### config.mk
export PLATFORM = sky130hd
export DESIGN_NAME = boid_seek_arrive_steering_flat
export DESIGN_NICKNAME = d
export VERILOG_FILES = /design/src/sv/bsas_pkg.sv /design/src/sv/bsas_if.sv /design/src/sv/bsas_alu.sv /design/src/sv/boid_seek_arrive_steering.sv /design/src/flat_wrapper.sv
export SDC_FILE = /design/constraint.sdc
export NUM_CORES = 2
export LEC_CHECK = 0
export BUFFER_PORTS_ARGS = -buffer_cell sky130_fd_sc_hd__buf_4
export CORE_UTILIZATION = 51
export DETAILED_ROUTE_END_ITERATION = 12
export MAX_ROUTING_LAYER = met4
export PLACE_DENSITY = 0.75
export SLEW_MARGIN = 0
export SYNTH_ARGS = -nofsm -noshare
export SYNTH_HDL_FRONTEND = slang
export SYNTH_SLANG_ARGS = --single-unit
export TNS_END_PERCENT = 10
### constraint.sdc
create_clock -name clk -period 18.9 [get_ports clk]
set_input_delay 5.67 -clock clk [delete_from_list [all_inputs] [get_ports clk]]
set_output_delay 5.67 -clock clk [all_outputs]
set_load 0.02 [all_outputs]
### src/sv/bsas_pkg.sv
// Shared types, codes and helpers for the seek/arrive steering block.
// No dependencies; used by the ALU, the top level, the checker and the testbench.
`timescale 1ns / 1ps

package bsas_pkg;

  localparam int unsigned AluW     = 66;  // widest intermediate (sum of two squares)
  localparam int unsigned RemW     = 36;  // root / division remainder width
  localparam int unsigned CntW     = 6;
  localparam logic [CntW-1:0] LastStep = 6'd32;

  typedef enum logic [1:0] {
    OP_SEEK   = 2'd0,
    OP_ARRIVE = 2'd1,
    OP_TICK   = 2'd2,
    OP_NONE   = 2'd3
  } op_t;

  typedef enum logic [2:0] {
    REG_MAX_SPEED    = 3'd0,
    REG_MAX_FORCE    = 3'd1,
    REG_EDGE_MARGIN  = 3'd2,
    REG_FIELD_WIDTH  = 3'd3,
    REG_FIELD_HEIGHT = 3'd4,
    REG_SLOW_RADIUS  = 3'd5
  } reg_idx_t;

  typedef enum logic [18:0] {
    ST_IDLE  = 19'h00001,
    ST_DIFF  = 19'h00002,
    ST_SQX   = 19'h00004,
    ST_SQY   = 19'h00008,
    ST_SQRT  = 19'h00010,
    ST_CHK   = 19'h00020,
    ST_MMUL  = 19'h00040,
    ST_MDIV  = 19'h00080,
    ST_XSET  = 19'h00100,
    ST_XMUL  = 19'h00200,
    ST_XDIV  = 19'h00400,
    ST_XAPP  = 19'h00800,
    ST_YMUL  = 19'h01000,
    ST_YDIV  = 19'h02000,
    ST_YAPP  = 19'h04000,
    ST_TVEL  = 19'h08000,
    ST_TPOS  = 19'h10000,
    ST_TWRAP = 19'h20000,
    ST_DONE  = 19'h40000
  } state_t;

  function automatic logic [31:0] sat32(input logic signed [33:0] v);
    logic [31:0] r;
    if (v > 34'sh07FFFFFFF)       r = 32'h7FFFFFFF;
    else if (v < -34'sh080000000) r = 32'h80000000;
    else                          r = v[31:0];
    return r;
  endfunction

  function automatic logic signed [33:0] clamp34(input logic signed [33:0] v,
                                                 input logic [30:0] m);
    logic signed [33:0] mp;
    logic signed [33:0] r;
    mp = $signed({3'b000, m});
    if (v > mp)       r = mp;
    else if (v < -mp) r = -mp;
    else              r = v;
    return r;
  endfunction

  function automatic logic [32:0] abs33(input logic signed [32:0] v);
    return v[32] ? 33'(-v) : 33'(v);
  endfunction

endpackage

### src/sv/bsas_if.sv
// Valid/ready channel interfaces for the steering block's input and result items.
// Depends on nothing beyond the package order; one transfer when valid and ready are high.
`timescale 1ns / 1ps

interface bsas_in_if;
  logic        valid;
  logic        ready;
  logic [1:0]  operation;
  logic [31:0] target_x;
  logic [31:0] target_y;
  modport source (output valid, operation, target_x, target_y, input ready);
  modport sink   (input valid, operation, target_x, target_y, output ready);
endinterface

interface bsas_out_if;
  logic        valid;
  logic        ready;
  logic [31:0] out_pos_x;
  logic [31:0] out_pos_y;
  logic [31:0] out_vel_x;
  logic [31:0] out_vel_y;
  logic [31:0] out_acc_x;
  logic [31:0] out_acc_y;
  modport source (output valid, out_pos_x, out_pos_y, out_vel_x, out_vel_y,
                  out_acc_x, out_acc_y, input ready);
  modport sink   (input valid, out_pos_x, out_pos_y, out_vel_x, out_vel_y,
                  out_acc_x, out_acc_y, output ready);
endinterface

### src/sv/bsas_alu.sv
// Shared add/subtract unit used for every multiply, root and divide step.
// Depends on bsas_pkg for the datapath width.
`timescale 1ns / 1ps

module bsas_alu (
  input  logic [bsas_pkg::AluW-1:0] a,
  input  logic [bsas_pkg::AluW-1:0] b,
  input  logic                      sub,
  output logic [bsas_pkg::AluW-1:0] result,
  output logic                      no_borrow
);
  logic [bsas_pkg::AluW:0] full;

  // With sub set, the carry out is high exactly when a >= b.
  assign full      = {1'b0, a} + {1'b0, (sub ? ~b : b)} + {{bsas_pkg::AluW{1'b0}}, sub};
  assign result    = full[bsas_pkg::AluW-1:0];
  assign no_borrow = full[bsas_pkg::AluW];
endmodule

### src/sv/boid_seek_arrive_steering.sv
// Top level of the seek/arrive steering agent: sequencer, state and output register.
// Depends on bsas_pkg, bsas_in_if / bsas_out_if and bsas_alu.
//
//   channel  direction  payload
//   in_ch    in         operation, target_x, target_y
//   out_ch   out        out_pos_x/y, out_vel_x/y, out_acc_x/y
//   cfg_*    in         cfg_index, cfg_data (write only)
//
// In a seek or arrive item all squares, the root, and the divides go one bit
// per cycle through the single shared add/subtract unit; an arrive item inside
// the slow radius adds a scaling multiply and divide. A tick updates velocity,
// position and edge wrap in turn. One item is worked on at a time; the next is taken
// once the sequencer is idle, even while a result waits in the output register.
// Reset is synchronous and clears the agent state and the registers to defaults.
`timescale 1ns / 1ps

module boid_seek_arrive_steering #(
  parameter int unsigned FRAC_BITS = 16
) (
  input  logic              clk,
  input  logic              rst_n,
  bsas_in_if.sink           in_ch,
  bsas_out_if.source        out_ch,
  input  logic              cfg_we,
  input  logic [2:0]        cfg_index,
  input  logic [30:0]       cfg_data
);
  localparam int unsigned W  = bsas_pkg::AluW;
  localparam int unsigned RW = bsas_pkg::RemW;
  localparam int unsigned WXW = 15 + FRAC_BITS + 2;

  localparam logic [30:0] RstMaxSpeed  = 31'(64'd4 << FRAC_BITS);
  localparam logic [30:0] RstMaxForce  = 31'(((64'd1 << FRAC_BITS) + 64'd5) / 64'd10);
  localparam logic [30:0] RstEdge      = 31'(64'd3 << FRAC_BITS);
  localparam logic [30:0] RstSlow      = 31'(64'd100 << FRAC_BITS);

  // Configuration
  logic [30:0] max_speed_r, max_force_r, edge_margin_r, slow_radius_r;
  logic [14:0] field_width_r, field_height_r;

  always_ff @(posedge clk) begin
    if (!rst_n) begin
      max_speed_r    <= RstMaxSpeed;
      max_force_r    <= RstMaxForce;
      edge_margin_r  <= RstEdge;
      field_width_r  <= 15'd1024;
      field_height_r <= 15'd768;
      slow_radius_r  <= RstSlow;
    end else if (cfg_we) begin
      case (bsas_pkg::reg_idx_t'(cfg_index))
        bsas_pkg::REG_MAX_SPEED:    max_speed_r    <= cfg_data;
        bsas_pkg::REG_MAX_FORCE:    max_force_r    <= cfg_data;
        bsas_pkg::REG_EDGE_MARGIN:  edge_margin_r  <= cfg_data;
        bsas_pkg::REG_FIELD_WIDTH:  field_width_r  <= cfg_data[14:0];
        bsas_pkg::REG_FIELD_HEIGHT: field_height_r <= cfg_data[14:0];
        bsas_pkg::REG_SLOW_RADIUS:  slow_radius_r  <= cfg_data;
        default: ;
      endcase
    end
  end

  // Sequencer and datapath registers
  bsas_pkg::state_t state_r, state_nxt;
  bsas_pkg::op_t    op_r, op_nxt;
  logic [31:0] tx_r, tx_nxt, ty_r, ty_nxt;
  logic signed [32:0] dx_r, dx_nxt, dy_r, dy_nxt;
  logic [31:0] pos_x_r, pos_x_nxt, pos_y_r, pos_y_nxt;
  logic [31:0] vel_x_r, vel_x_nxt, vel_y_r, vel_y_nxt;
  logic [31:0] acc_x_r, acc_x_nxt, acc_y_r, acc_y_nxt;
  logic [W-1:0]  accum_r, accum_nxt, ma_r, ma_nxt;
  logic [32:0]   mb_r, mb_nxt, root_r, root_nxt, d_r, d_nxt;
  logic [RW-1:0] rem_r, rem_nxt;
  logic [30:0]   mag_r, mag_nxt;
  logic [bsas_pkg::CntW-1:0] cnt_r, cnt_nxt;

  logic out_valid_r, out_valid_nxt;
  logic [31:0] o_px_r, o_py_r, o_vx_r, o_vy_r, o_ax_r, o_ay_r;
  logic        out_load;

  // Shared unit
  logic [W-1:0] alu_a, alu_b, alu_res;
  logic         alu_sub, alu_ge;

  bsas_alu u_alu (
    .a         (alu_a),
    .b         (alu_b),
    .sub       (alu_sub),
    .result    (alu_res),
    .no_borrow (alu_ge)
  );

  logic [RW-1:0] sq_rem_sh, dv_rem_sh;
  logic [32:0]   div_d;
  logic          in_mul, in_div, last;

  assign sq_rem_sh = {rem_r[RW-3:0], accum_r[W-1:W-2]};
  assign dv_rem_sh = {rem_r[RW-2:0], accum_r[63]};
  assign div_d     = (state_r == bsas_pkg::ST_MDIV) ? {2'b00, slow_radius_r} : d_r;
  assign in_mul    = (state_r == bsas_pkg::ST_SQX) || (state_r == bsas_pkg::ST_SQY) ||
                     (state_r == bsas_pkg::ST_MMUL) || (state_r == bsas_pkg::ST_XMUL) ||
                     (state_r == bsas_pkg::ST_YMUL);
  assign in_div    = (state_r == bsas_pkg::ST_MDIV) || (state_r == bsas_pkg::ST_XDIV) ||
                     (state_r == bsas_pkg::ST_YDIV);
  assign last      = (cnt_r == bsas_pkg::LastStep);

  always_comb begin
    alu_a   = accum_r;
    alu_b   = ma_r;
    alu_sub = 1'b0;
    if (state_r == bsas_pkg::ST_SQRT) begin
      alu_a   = W'(sq_rem_sh);
      alu_b   = W'({root_r, 2'b01});
      alu_sub = 1'b1;
    end else if (in_div) begin
      alu_a   = W'(dv_rem_sh);
      alu_b   = W'(div_d);
      alu_sub = 1'b1;
    end
  end

  // Per-axis force application and tick arithmetic
  logic [32:0]        ax_abs, ay_abs;
  logic signed [31:0] q_signed;
  logic signed [33:0] f_axis, acc_sum, vsum_x, vsum_y, vcl_x, vcl_y;
  logic signed [33:0] psum_x, psum_y;
  logic signed [32:0] neg_m;
  logic signed [WXW-1:0] wx, hy, px_e, py_e, negm_e;
  logic               is_y;

  assign ax_abs = bsas_pkg::abs33(dx_r);
  assign ay_abs = bsas_pkg::abs33(dy_r);
  assign is_y   = (state_r == bsas_pkg::ST_YAPP);

  always_comb begin
    logic [31:0] qmag;
    qmag     = {1'b0, root_r[30:0]};
    q_signed = ((is_y ? dy_r[32] : dx_r[32])) ? -$signed(qmag) : $signed(qmag);
    f_axis   = bsas_pkg::clamp34(34'(q_signed) -
                                 34'($signed(is_y ? vel_y_r : vel_x_r)), max_force_r);
    acc_sum  = 34'($signed(is_y ? acc_y_r : acc_x_r)) + f_axis;
  end

  assign vsum_x = 34'($signed(vel_x_r)) + 34'($signed(acc_x_r));
  assign vsum_y = 34'($signed(vel_y_r)) + 34'($signed(acc_y_r));
  assign vcl_x  = bsas_pkg::clamp34(vsum_x, max_speed_r);
  assign vcl_y  = bsas_pkg::clamp34(vsum_y, max_speed_r);
  assign psum_x = 34'($signed(pos_x_r)) + 34'($signed(vel_x_r));
  assign psum_y = 34'($signed(pos_y_r)) + 34'($signed(vel_y_r));

  assign neg_m  = -$signed({2'b00, edge_margin_r});
  assign negm_e = WXW'(neg_m);
  assign wx     = $signed((WXW'(field_width_r) << FRAC_BITS) + WXW'(edge_margin_r));
  assign hy     = $signed((WXW'(field_height_r) << FRAC_BITS) + WXW'(edge_margin_r));
  assign px_e   = WXW'($signed(pos_x_r));
  assign py_e   = WXW'($signed(pos_y_r));

  function automatic logic [31:0] sat_edge(input logic signed [WXW-1:0] v);
    return (v > WXW'(32'sh7FFFFFFF)) ? 32'h7FFFFFFF : v[31:0];
  endfunction

  assign in_ch.ready = (state_r == bsas_pkg::ST_IDLE);
  assign out_load    = (state_r == bsas_pkg::ST_DONE) && (!out_valid_r || out_ch.ready);

  always_comb begin
    state_nxt = state_r;
    op_nxt    = op_r;
    tx_nxt    = tx_r;
    ty_nxt    = ty_r;
    dx_nxt    = dx_r;
    dy_nxt    = dy_r;
    pos_x_nxt = pos_x_r;
    pos_y_nxt = pos_y_r;
    vel_x_nxt = vel_x_r;
    vel_y_nxt = vel_y_r;
    acc_x_nxt = acc_x_r;
    acc_y_nxt = acc_y_r;
    accum_nxt = accum_r;
    ma_nxt    = ma_r;
    mb_nxt    = mb_r;
    root_nxt  = root_r;
    rem_nxt   = rem_r;
    d_nxt     = d_r;
    mag_nxt   = mag_r;
    cnt_nxt   = cnt_r + 1'b1;

    // Shift-and-add multiply step common to all product states.
    if (in_mul) begin
      if (mb_r[0]) accum_nxt = alu_res;
      ma_nxt = {ma_r[W-2:0], 1'b0};
      mb_nxt = {1'b0, mb_r[32:1]};
    end

    // Restoring divide: first cycle loads the upper half of the dividend.
    if (in_div) begin
      if (cnt_r == '0) begin
        rem_nxt   = RW'(accum_r[63:32]);
        accum_nxt = {accum_r[W-1:64], accum_r[31:0], 32'd0};
        root_nxt  = '0;
      end else begin
        rem_nxt   = alu_ge ? alu_res[RW-1:0] : dv_rem_sh;
        root_nxt  = {root_r[31:0], alu_ge};
        accum_nxt = {accum_r[W-1:64], accum_r[62:0], 1'b0};
      end
    end

    case (state_r)
      bsas_pkg::ST_IDLE: begin
        if (in_ch.valid) begin
          op_nxt = bsas_pkg::op_t'(in_ch.operation);
          tx_nxt = in_ch.target_x;
          ty_nxt = in_ch.target_y;
          case (bsas_pkg::op_t'(in_ch.operation))
            bsas_pkg::OP_SEEK, bsas_pkg::OP_ARRIVE: state_nxt = bsas_pkg::ST_DIFF;
            bsas_pkg::OP_TICK:                      state_nxt = bsas_pkg::ST_TVEL;
            default:                                state_nxt = bsas_pkg::ST_DONE;
          endcase
        end
      end
      bsas_pkg::ST_DIFF: begin
        dx_nxt    = 33'($signed(tx_r)) - 33'($signed(pos_x_r));
        dy_nxt    = 33'($signed(ty_r)) - 33'($signed(pos_y_r));
        state_nxt = bsas_pkg::ST_SQX;
        accum_nxt = '0;
        ma_nxt    = W'(bsas_pkg::abs33(dx_nxt));
        mb_nxt    = bsas_pkg::abs33(dx_nxt);
        cnt_nxt   = '0;
      end
      bsas_pkg::ST_SQX: begin
        if (last) begin
          ma_nxt    = W'(ay_abs);
          mb_nxt    = ay_abs;
          cnt_nxt   = '0;
          state_nxt = bsas_pkg::ST_SQY;
        end
      end
      bsas_pkg::ST_SQY: begin
        if (last) begin
          rem_nxt   = '0;
          root_nxt  = '0;
          cnt_nxt   = '0;
          state_nxt = bsas_pkg::ST_SQRT;
        end
      end
      bsas_pkg::ST_SQRT: begin
        rem_nxt   = alu_ge ? alu_res[RW-1:0] : sq_rem_sh;
        root_nxt  = {root_r[31:0], alu_ge};
        accum_nxt = {accum_r[W-3:0], 2'b00};
        if (last) state_nxt = bsas_pkg::ST_CHK;
      end
      bsas_pkg::ST_CHK: begin
        d_nxt   = root_r;
        cnt_nxt = '0;
        if (root_r == '0) begin
          state_nxt = bsas_pkg::ST_DONE;
        end else if (op_r == bsas_pkg::OP_ARRIVE && root_r < {2'b00, slow_radius_r}) begin
          accum_nxt = '0;
          ma_nxt    = W'(max_speed_r);
          mb_nxt    = root_r;
          state_nxt = bsas_pkg::ST_MMUL;
        end else begin
          mag_nxt   = max_speed_r;
          state_nxt = bsas_pkg::ST_XSET;
        end
      end
      bsas_pkg::ST_MMUL: begin
        if (last) begin
          cnt_nxt   = '0;
          state_nxt = bsas_pkg::ST_MDIV;
        end
      end
      bsas_pkg::ST_MDIV: begin
        if (last) state_nxt = bsas_pkg::ST_XSET;
      end
      bsas_pkg::ST_XSET: begin
        if (op_r == bsas_pkg::OP_ARRIVE && d_r < {2'b00, slow_radius_r})
          mag_nxt = root_r[30:0];
        accum_nxt = '0;
        ma_nxt    = W'(ax_abs);
        mb_nxt    = {2'b00, mag_nxt};
        cnt_nxt   = '0;
        state_nxt = bsas_pkg::ST_XMUL;
      end
      bsas_pkg::ST_XMUL: begin
        if (last) begin
          cnt_nxt   = '0;
          state_nxt = bsas_pkg::ST_XDIV;
        end
      end
      bsas_pkg::ST_XDIV: begin
        if (last) state_nxt = bsas_pkg::ST_XAPP;
      end
      bsas_pkg::ST_XAPP: begin
        acc_x_nxt = bsas_pkg::sat32(acc_sum);
        accum_nxt = '0;
        ma_nxt    = W'(ay_abs);
        mb_nxt    = {2'b00, mag_r};
        cnt_nxt   = '0;
        state_nxt = bsas_pkg::ST_YMUL;
      end
      bsas_pkg::ST_YMUL: begin
        if (last) begin
          cnt_nxt   = '0;
          state_nxt = bsas_pkg::ST_YDIV;
        end
      end
      bsas_pkg::ST_YDIV: begin
        if (last) state_nxt = bsas_pkg::ST_YAPP;
      end
      bsas_pkg::ST_YAPP: begin
        acc_y_nxt = bsas_pkg::sat32(acc_sum);
        state_nxt = bsas_pkg::ST_DONE;
      end
      bsas_pkg::ST_TVEL: begin
        vel_x_nxt = vcl_x[31:0];
        vel_y_nxt = vcl_y[31:0];
        state_nxt = bsas_pkg::ST_TPOS;
      end
      bsas_pkg::ST_TPOS: begin
        pos_x_nxt = bsas_pkg::sat32(psum_x);
        pos_y_nxt = bsas_pkg::sat32(psum_y);
        acc_x_nxt = '0;
        acc_y_nxt = '0;
        state_nxt = bsas_pkg::ST_TWRAP;
      end
      bsas_pkg::ST_TWRAP: begin
        // Wrapping below lands on the far edge, never beyond it, so at most
        // one of the two tests per axis fires.
        if (px_e < negm_e)  pos_x_nxt = sat_edge(wx);
        else if (px_e > wx) pos_x_nxt = neg_m[31:0];
        if (py_e < negm_e)  pos_y_nxt = sat_edge(hy);
        else if (py_e > hy) pos_y_nxt = neg_m[31:0];
        state_nxt = bsas_pkg::ST_DONE;
      end
      bsas_pkg::ST_DONE: begin
        if (out_load) state_nxt = bsas_pkg::ST_IDLE;
      end
      default: state_nxt = bsas_pkg::ST_IDLE;
    endcase
  end

  always_comb begin
    out_valid_nxt = out_valid_r;
    if (out_ch.ready) out_valid_nxt = 1'b0;
    if (out_load)     out_valid_nxt = 1'b1;
  end

  always_ff @(posedge clk) begin
    if (!rst_n) begin
      state_r     <= bsas_pkg::ST_IDLE;
      out_valid_r <= 1'b0;
      pos_x_r     <= '0;
      pos_y_r     <= '0;
      vel_x_r     <= '0;
      vel_y_r     <= '0;
      acc_x_r     <= '0;
      acc_y_r     <= '0;
      cnt_r       <= '0;
    end else begin
      state_r     <= state_nxt;
      out_valid_r <= out_valid_nxt;
      pos_x_r     <= pos_x_nxt;
      pos_y_r     <= pos_y_nxt;
      vel_x_r     <= vel_x_nxt;
      vel_y_r     <= vel_y_nxt;
      acc_x_r     <= acc_x_nxt;
      acc_y_r     <= acc_y_nxt;
      cnt_r       <= cnt_nxt;
    end
  end

  always_ff @(posedge clk) begin
    op_r    <= op_nxt;
    tx_r    <= tx_nxt;
    ty_r    <= ty_nxt;
    dx_r    <= dx_nxt;
    dy_r    <= dy_nxt;
    accum_r <= accum_nxt;
    ma_r    <= ma_nxt;
    mb_r    <= mb_nxt;
    root_r  <= root_nxt;
    rem_r   <= rem_nxt;
    d_r     <= d_nxt;
    mag_r   <= mag_nxt;
    if (out_load) begin
      o_px_r <= pos_x_r;
      o_py_r <= pos_y_r;
      o_vx_r <= vel_x_r;
      o_vy_r <= vel_y_r;
      o_ax_r <= acc_x_r;
      o_ay_r <= acc_y_r;
    end
  end

  assign out_ch.valid     = out_valid_r;
  assign out_ch.out_pos_x = o_px_r;
  assign out_ch.out_pos_y = o_py_r;
  assign out_ch.out_vel_x = o_vx_r;
  assign out_ch.out_vel_y = o_vy_r;
  assign out_ch.out_acc_x = o_ax_r;
  assign out_ch.out_acc_y = o_ay_r;

  // The desired speed never exceeds the speed limit.
  a_mag_bound: assert property (@(posedge clk) disable iff (!rst_n)
    state_r == bsas_pkg::ST_XMUL |-> mag_r <= max_speed_r)
    else $error("desired magnitude above max_speed");

  // Each scaled axis is no larger than the desired magnitude.
  a_quot_bound: assert property (@(posedge clk) disable iff (!rst_n)
    (state_r == bsas_pkg::ST_XAPP || state_r == bsas_pkg::ST_YAPP)
      |-> (root_r[32:31] == 2'b00 && root_r[30:0] <= mag_r))
    else $error("axis quotient exceeds magnitude");

  // Right after the velocity update both axes sit within the limit.
  a_vel_clamped: assert property (@(posedge clk) disable iff (!rst_n)
    state_r == bsas_pkg::ST_TPOS |->
      ($signed(vel_x_r) <= $signed({1'b0, max_speed_r}) &&
       $signed(vel_x_r) >= -$signed({1'b0, max_speed_r}) &&
       $signed(vel_y_r) <= $signed({1'b0, max_speed_r}) &&
       $signed(vel_y_r) >= -$signed({1'b0, max_speed_r})))
    else $error("velocity outside max_speed after update");

  // An accepted item always leaves the idle state.
  a_accept_busy: assert property (@(posedge clk) disable iff (!rst_n)
    in_ch.valid && in_ch.ready |=> state_r != bsas_pkg::ST_IDLE)
    else $error("accepted item did not start work");

  // A tick always leaves the acceleration cleared.
  a_tick_clears: assert property (@(posedge clk) disable iff (!rst_n)
    state_r == bsas_pkg::ST_TPOS |=> (acc_x_r == '0 && acc_y_r == '0))
    else $error("tick did not clear acceleration");

endmodule

### src/flat_wrapper.sv
// flat-port wrapper written by rule: the top's interface ports become plain ports
module boid_seek_arrive_steering_flat 
#(
  parameter int unsigned FRAC_BITS = 16
)
  (clk, rst_n, cfg_we, cfg_index, cfg_data, in_ch_valid, in_ch_operation, in_ch_target_x, in_ch_target_y, in_ch_ready, out_ch_valid, out_ch_out_pos_x, out_ch_out_pos_y, out_ch_out_vel_x, out_ch_out_vel_y, out_ch_out_acc_x, out_ch_out_acc_y, out_ch_ready);
  bsas_in_if in_ch_i ();
  bsas_out_if out_ch_i ();
  input  logic clk;
  input  logic rst_n;
  input  logic cfg_we;
  input  logic [2:0] cfg_index;
  input  logic [30:0] cfg_data;
  input wire logic [$bits(in_ch_i.valid)-1:0] in_ch_valid;
  input wire logic [$bits(in_ch_i.operation)-1:0] in_ch_operation;
  input wire logic [$bits(in_ch_i.target_x)-1:0] in_ch_target_x;
  input wire logic [$bits(in_ch_i.target_y)-1:0] in_ch_target_y;
  output wire logic [$bits(in_ch_i.ready)-1:0] in_ch_ready;
  output wire logic [$bits(out_ch_i.valid)-1:0] out_ch_valid;
  output wire logic [$bits(out_ch_i.out_pos_x)-1:0] out_ch_out_pos_x;
  output wire logic [$bits(out_ch_i.out_pos_y)-1:0] out_ch_out_pos_y;
  output wire logic [$bits(out_ch_i.out_vel_x)-1:0] out_ch_out_vel_x;
  output wire logic [$bits(out_ch_i.out_vel_y)-1:0] out_ch_out_vel_y;
  output wire logic [$bits(out_ch_i.out_acc_x)-1:0] out_ch_out_acc_x;
  output wire logic [$bits(out_ch_i.out_acc_y)-1:0] out_ch_out_acc_y;
  input wire logic [$bits(out_ch_i.ready)-1:0] out_ch_ready;
  assign in_ch_i.valid = in_ch_valid;
  assign in_ch_i.operation = in_ch_operation;
  assign in_ch_i.target_x = in_ch_target_x;
  assign in_ch_i.target_y = in_ch_target_y;
  assign in_ch_ready = in_ch_i.ready;
  assign out_ch_valid = out_ch_i.valid;
  assign out_ch_out_pos_x = out_ch_i.out_pos_x;
  assign out_ch_out_pos_y = out_ch_i.out_pos_y;
  assign out_ch_out_vel_x = out_ch_i.out_vel_x;
  assign out_ch_out_vel_y = out_ch_i.out_vel_y;
  assign out_ch_out_acc_x = out_ch_i.out_acc_x;
  assign out_ch_out_acc_y = out_ch_i.out_acc_y;
  assign out_ch_i.ready = out_ch_ready;
  boid_seek_arrive_steering #(.FRAC_BITS(FRAC_BITS)) u_core (.clk(clk), .rst_n(rst_n), .in_ch(in_ch_i), .out_ch(out_ch_i), .cfg_we(cfg_we), .cfg_index(cfg_index), .cfg_data(cfg_data));
endmodule
# Word-level counts from Yosys, hierarchy flattened

Index checks and enable logic that the tools add are counted.

Register bits after elaboration: 994
Input port bits: 105
Output and inout port bits: 194
Word-level logic and storage cells: 240

Add/sub/neg operators: 20
Order comparisons: 20
Equality and inequality tests: 43
Muxes and demuxes: 87
Bitwise operators: 1
Reduce and logical (&&, ||, !) cells: 36

Operators by type and width:

| kind                                                                   | number |
|---|---|
| 66-bit 2-to-1 mux                                                      | 14 |
| 32-bit 2-to-1 mux                                                      | 19 |
| 33-bit 2-to-1 mux                                                      | 11 |
| 19-bit one-hot mux with 18 select lines                                | 1 |
| 66-bit one-hot mux with 5 select lines                                 | 1 |
| 32-bit one-hot mux with 2 select lines                                 | 4 |
| 19-bit 2-to-1 mux                                                      | 12 |
| 66-bit one-hot mux with 3 select lines                                 | 1 |
| 36-bit 2-to-1 mux                                                      | 5 |
| 33-bit one-hot mux with 5 select lines                                 | 1 |
| 32-bit by 32-bit adder with 33-bit output                              | 4 |
| 34-bit by 32-bit > comparator with 1-bit output, second input constant | 3 |
| 34-bit by 32-bit < comparator with 1-bit output, second input constant | 3 |
| 33-bit negation                                                        | 3 |
| 32-bit by 32-bit subtractor with 33-bit output                         | 3 |
| 31-bit 2-to-1 mux                                                      | 3 |
| 36-bit one-hot mux with 2 select lines                                 | 1 |
| 33-bit by 34-bit < comparator with 1-bit output                        | 2 |
| 34-bit 2-to-1 mux                                                      | 2 |
| 31-bit negation with 34-bit output                                     | 2 |
| 66-bit by 66-bit adder with 67-bit output                              | 1 |
| 67-bit by 1-bit adder with 67-bit output                               | 1 |
| 32-bit by 33-bit > comparator with 1-bit output                        | 2 |
| 33-bit by 32-bit > comparator with 1-bit output                        | 2 |
| other kinds (62)                                                       | 106 |

# Depth between registers and ports, before layout

Word-level depth: 15
Depth in mapped cells: 53
Gate-level depth less buffers: 48

# Cells and area by module

A second synthesis with hierarchy kept.

Cell total of the unflattened synthesis: 9075
Area total of the unflattened synthesis: 75128.3 µm²

Modules (own cells, without submodules):

| module                    | instances | cells each | area each (µm²) | seq. area each (µm²) |
|---|---|---|---|---|
| boid_seek_arrive_steering | 1         | 8445       | 70692.8         | 23762.8 |
| bsas_alu                  | 1         | 630        | 4435.5          | 0.0 |

# Worst setup path after synthesis

No wires, ideal clock.

Kind: input to register
From: in out_ch_ready
To: reg u_core.o_ax_r[0], in the netlist u_core.out_ch.out_acc_x[0], enable pin
Library setup time: 0.770 ns
Arrival: 14.208 ns
Required time: 18.130 ns
Slack: 3.922 ns
Cell stages on the path: 2
Path buffers: 0
Path through: nor2b_1 -> nor2b_1

Longest elaborated chain between the ends: 2

RTL lines:

| item                   | RTL line                         | RTL |
|---|---|---|
| start: declaration     | flat_wrapper.sv:26               | `input wire logic [$bits(out_ch_i.ready)-1:0] out_ch_ready;` |
| 1-bit logical OR       | boid_seek_arrive_steering.sv:162 | `assign out_load = (state_r == bsas_pkg::ST_DONE) && (!out_valid_r \|\| out_ch.ready);` |
| 1-bit logical AND      | boid_seek_arrive_steering.sv:162 |  |
| via u_core.out_load    | boid_seek_arrive_steering.sv:78  | `logic out_load;` |
| end signal: assignment | boid_seek_arrive_steering.sv:389 | `o_ax_r <= acc_x_r;` |
| end: declaration       | boid_seek_arrive_steering.sv:77  | `logic [31:0] o_px_r, o_py_r, o_vx_r, o_vy_r, o_ax_r, o_ay_r;` |

The timed path passes the listed nets, and every way through them passes these cells.
A chain may end at the register's enable or synchronous reset.

# Final worst setup path

From: reg u_core.state_r[6]
To: reg u_core.acc_x_r[7]

Longest elaborated chain between the ends: 12
Elaborated cells between the ends (all ways): 19
Classes of those cells: add/sub: 2; order compare: 4; eq/ne: 3; mux: 9; reduce/logical: 1

RTL lines:

| item                                             | RTL line                         | RTL |
|---|---|---|
| start: declaration                               | boid_seek_arrive_steering.sv:63  | `bsas_pkg::state_t state_r, state_nxt;` |
| start signal: assignment                         | boid_seek_arrive_steering.sv:349 | `state_r <= bsas_pkg::ST_IDLE;` |
| start signal: assignment                         | boid_seek_arrive_steering.sv:359 | `state_r <= state_nxt;` |
| 19-bit by 15-bit equality test with 1-bit output | boid_seek_arrive_steering.sv:132 | `assign is_y = (state_r == bsas_pkg::ST_YAPP);` |
| 1-bit 2-to-1 mux                                 | boid_seek_arrive_steering.sv:137 | `q_signed = ((is_y ? dy_r[32] : dx_r[32])) ? -$signed(qmag) : $signed(qmag);` |
| 32-bit 2-to-1 mux                                | boid_seek_arrive_steering.sv:137 |  |
| 32-bit by 32-bit subtractor with 33-bit output   | boid_seek_arrive_steering.sv:138 | `f_axis = bsas_pkg::clamp34(34'(q_signed) -` |
| 34-bit < comparator                              | bsas_pkg.sv:64                   | `else if (v < -mp) r = -mp;` |
| 34-bit 2-to-1 mux                                | bsas_pkg.sv:64                   |  |
| 34-bit 2-to-1 mux                                | bsas_pkg.sv:63                   | `if (v > mp) r = mp;` |
| 32-bit by 34-bit adder with 34-bit output        | boid_seek_arrive_steering.sv:140 | `acc_sum = 34'($signed(is_y ? acc_y_r : acc_x_r)) + f_axis;` |
| 34-bit by 32-bit < comparator with 1-bit output  | bsas_pkg.sv:53                   | `else if (v < -34'sh080000000) r = 32'h80000000;` |
| 32-bit 2-to-1 mux                                | bsas_pkg.sv:53                   |  |
| 32-bit 2-to-1 mux                                | n/a                              |  |
| 32-bit one-hot mux with 2 select lines           | boid_seek_arrive_steering.sv:206 | `case (state_r)` |
| end signal: assignment                           | boid_seek_arrive_steering.sv:365 | `acc_x_r <= acc_x_nxt;` |
| end: declaration                                 | boid_seek_arrive_steering.sv:69  | `logic [31:0] acc_x_r, acc_x_nxt, acc_y_r, acc_y_nxt;` |

Parallel ways exist; a longest one is shown, timed or not.

==> flow_summary_export.csv <==
group,metric,value,unit
sta,fmax,69.61,MHz
floorplanning,rows,141,
critical_path,cpMostUsedCell,"a21oi_1",
synthesis,synthMuxAreaShare,3.542,%
clocking,cts.path.max_buffers,3,
sta,final-max-slew-violation-count,0,
critical_path,r2r_setup_slack,4530,ps
detailed_routing,drcViolationCount,0,
clocking,cts-resized-gates,0,
critical_path,slowest_delay,840,ps
sta,worst_slew_margin_rel,1.868,%
synthesis,synth-simple-area-share,18.23,%
global_routing,grt-ovfl-total,0,
global_routing,grt_usage,43.45,%
synthesis,synth_xor_area_share,5.864,%
synthesis,synth_area,75740,sq um
clocking,insertion_delay,790,ps
sta,worst_slew_pin_slew,1472,ps
synthesis,yosysWarnings,0,
detailed_routing,routed_wl,329700,um
global_routing,grt_pass1_wl,472100,um
sta,setup_viol,0,
floorplanning,die_x,387.4,um
synthesis,netlist.area_leader.share,15.99,%
synthesis,ys_types,100,
floorplanning,start_util,51.35,%
synthesis,synth-compound-area-share,24.01,%
sta,fin_tns_setup,0,ps
status,status,"finished, final reports clean",
clocking,clockRootBuffer,"clkbuf_16",
power,ir_drop,0.1028,mV
sta,grt_setup_unrepaired,"no",
detailed_routing,vias,76060,
synthesis,post-synth-top-count-cell,"nand2_1",
synthesis,syn_inst,9148,
synthesis,synth.yosys.seq_area_share,31.37,%
detailed_routing,drtPass1Iterations,9,
synthesis,synth_top_family_by_area,"compound AO/OA/AOI/OAI gates",
critical_path,path_class,"register to register",
synthesis,synthAdderAreaFrac,12.55,%
synthesis,syn_area_per_cell,8.279,sq um
detailed_routing,vias_per_cell,6.722,
critical_path,crit_fanout,67,
critical_path,ff2ff_path_depth,43,
detailed_routing,wl_per_cell,29.14,um
clocking,htreeDepth,3,
critical_path,rr_startpoint,"u_core.state_r[6]",
floorplanning,core,147500,sq um
detailed_routing,initialDrtViolationCount,10380,
floorplanning,die_y,387.4,um
synthesis,synth.net_count,10010,
min_path,hp-start,"u_core.ma_r[65]",
sta,min_period,14370,ps
min_path,hold_class,"register to register",
power,design_power_total,0.006659,W
global_routing,antenna_found_initial,26,
clocking,cts_hold_buf,0,
min_path,holdPathEnd,"u_core.ma_r[65]",
sta,skew,69.93,ps
critical_path,critPathArrivalTime,15030,ps
place,io_buffers,298,
synthesis,ys_ff_latch,993,
synthesis,synth_edf_count,388,
global_routing,grt_max_degree,85,
power,p_leak,35.69,nW
clocking,post_cts.repair.setup_buffers,0,
critical_path,reg2reg_to,"u_core.acc_x_r[7]",
place,place_hpwl,250200,um
floorplanning,ios,299,
critical_path,critical_path_required,19570,ps
clocking,cts_made_buffers,113,
clocking,cts_tree,"done",
detailed_routing,ant_nets,0,
clocking,cts.sinks,993,
cells_and_area,syn2layout_area_growth,11.28,%
cells_and_area,nNetsFinal,10120,
min_path,whs_path_depth,2,
critical_path,critPathCaptureType,"register",
place,gp_congestion,1.050,
critical_path,start_kind,"register",
critical_path,cpMaxStageDelayCell,"buf_4",
power,p_per_area,79.01,nW/um^2
sta,hold_violations,0,
synthesis,synthTopCellsByCount,"1154 x nand2_1, 924 x a21oi_1, 742 x ha_1",
sta,period_share,76.01,%
synthesis,async_flop_share,0,%
clocking,clk_pin_slew,60,ps
synthesis,synth_ff_type,"dfxtp_1",
job,drv_cap,0,
global_routing,grt_pass1_vias,69640,
cells_and_area,drive_gt1_share,9.367,%
synthesis,synth_top_area_cell,"dfxtp_1",
synthesis,synth_area_leaders,"dfxtp_1 16%, edfxtp_1 15%, ha_1 12%",
floorplanning,dieArea,150100,sq um
[power breakdown]
group,internal (W),leakage (nW),switching (W)
registers,0.00237,8.25,0.000164
clock network,0.00136,1.94,0.00104
logic,0.000610,25.5,0.00112
[worst max-delay path, delay by kind of cell (launching register included)]
kind | cells | cell delay (ps)
buf+inv | 2 | 1390
flops | 1 | 390
mux | 1 | 310
simple gates | 13 | 4110
compound gates | 22 | 6350
fa+ha+maj | 3 | 1040
xor+xnor | 2 | 540
[layer usage]
metal	GRT usage (%)	vias to the layer above	part of all wire, %
li1	-	33830	-
met1	55.73	36140	39
met2	61.01	4909	41
met3	9.691	1183	12
met4	28.78	0	8.2
met5	-	-	0
[flip-flops by register name (all words and copies together), names as in the netlist, 33 cells and up]
register,count
u_core.dx_r,33
u_core.accum_r,66
u_core.d_r,33
u_core.ma_r,66
u_core.root_r,33
u_core.rem_r,35
u_core.dy_r,33
u_core.mb_r,33
[stage by stage]
stage / cell area [sq um] / cells / hold WS [ps] / util [%] / setup slack [ps]
final: 84280 / 11320 / 457.7 / 57.14 / 4535
after global routing: 84260 / 11310 / 471.5 / 57.13 / 3733
after CTS: 84220 / 11290 / 456.0 / 57.10 / 4729
after detailed placement: 80220 / 11080 / 447.0 / 54.39 / 4863
after global placement: 80220 / 11080 / 439.8 / 54.39 / 5169
after floorplan: 75740 / 9148 / 406.4 / - / 3922
[logic make-up after synthesis]
kind of cell | Yosys count
AOI/OAI and AO/OA | 2843
xor gates and xnor gates | 504
adders and majority gates | 753
buffers and inverters | 879
DFF | 993
muxes | 262
and+or+nand+nor | 2914
[placed cells by master (no fill, tap or decap), types with 244 or more instances in the layout]
master / instances
o21ai_0: 541
nor2_1: 513
ha_1: 742
nand3_1: 244
xnor2_1: 307
nand2_1: 1150
dfxtp_1: 605
buf_4: 493
edfxtp_1: 388
a21oi_1: 921
inv_1: 380
a21o_1: 308
[how the worst max path moves through the flow]
stage | start | end | slack [ps] | cells past startpoint
after floorplan | out_ch_ready | u_core.out_ch.out_acc_x[0] | 3920 | 2
after global placement | u_core.state_r[6] | u_core.acc_y_r[30] | 5170 | 43
after detailed placement | u_core.state_r[6] | u_core.acc_x_r[30] | 4860 | 42
after CTS | u_core.state_r[6] | u_core.acc_x_r[30] | 4730 | 42
after global routing | u_core.state_r[6] | u_core.acc_x_r[30] | 3730 | 42
final | u_core.state_r[6] | u_core.acc_x_r[7] | 4530 | 43
[final cells by class]
| type | instances | area [sq um] |
|---|---|---|
| clock buffer | 145 | 3196 |
| timing repair buffer | 494 | 3706 |
| multi-input combinational | 7276 | 48890 |
| tap | 1930 | 2415 |
| antenna | 22 | 55.05 |
| inverter | 385 | 1450 |
| fill | 13340 | 63210 |
| sequential | 993 | 23760 |
| clock inverter | 70 | 804.5 |
(Power assumes the default switching activity.)
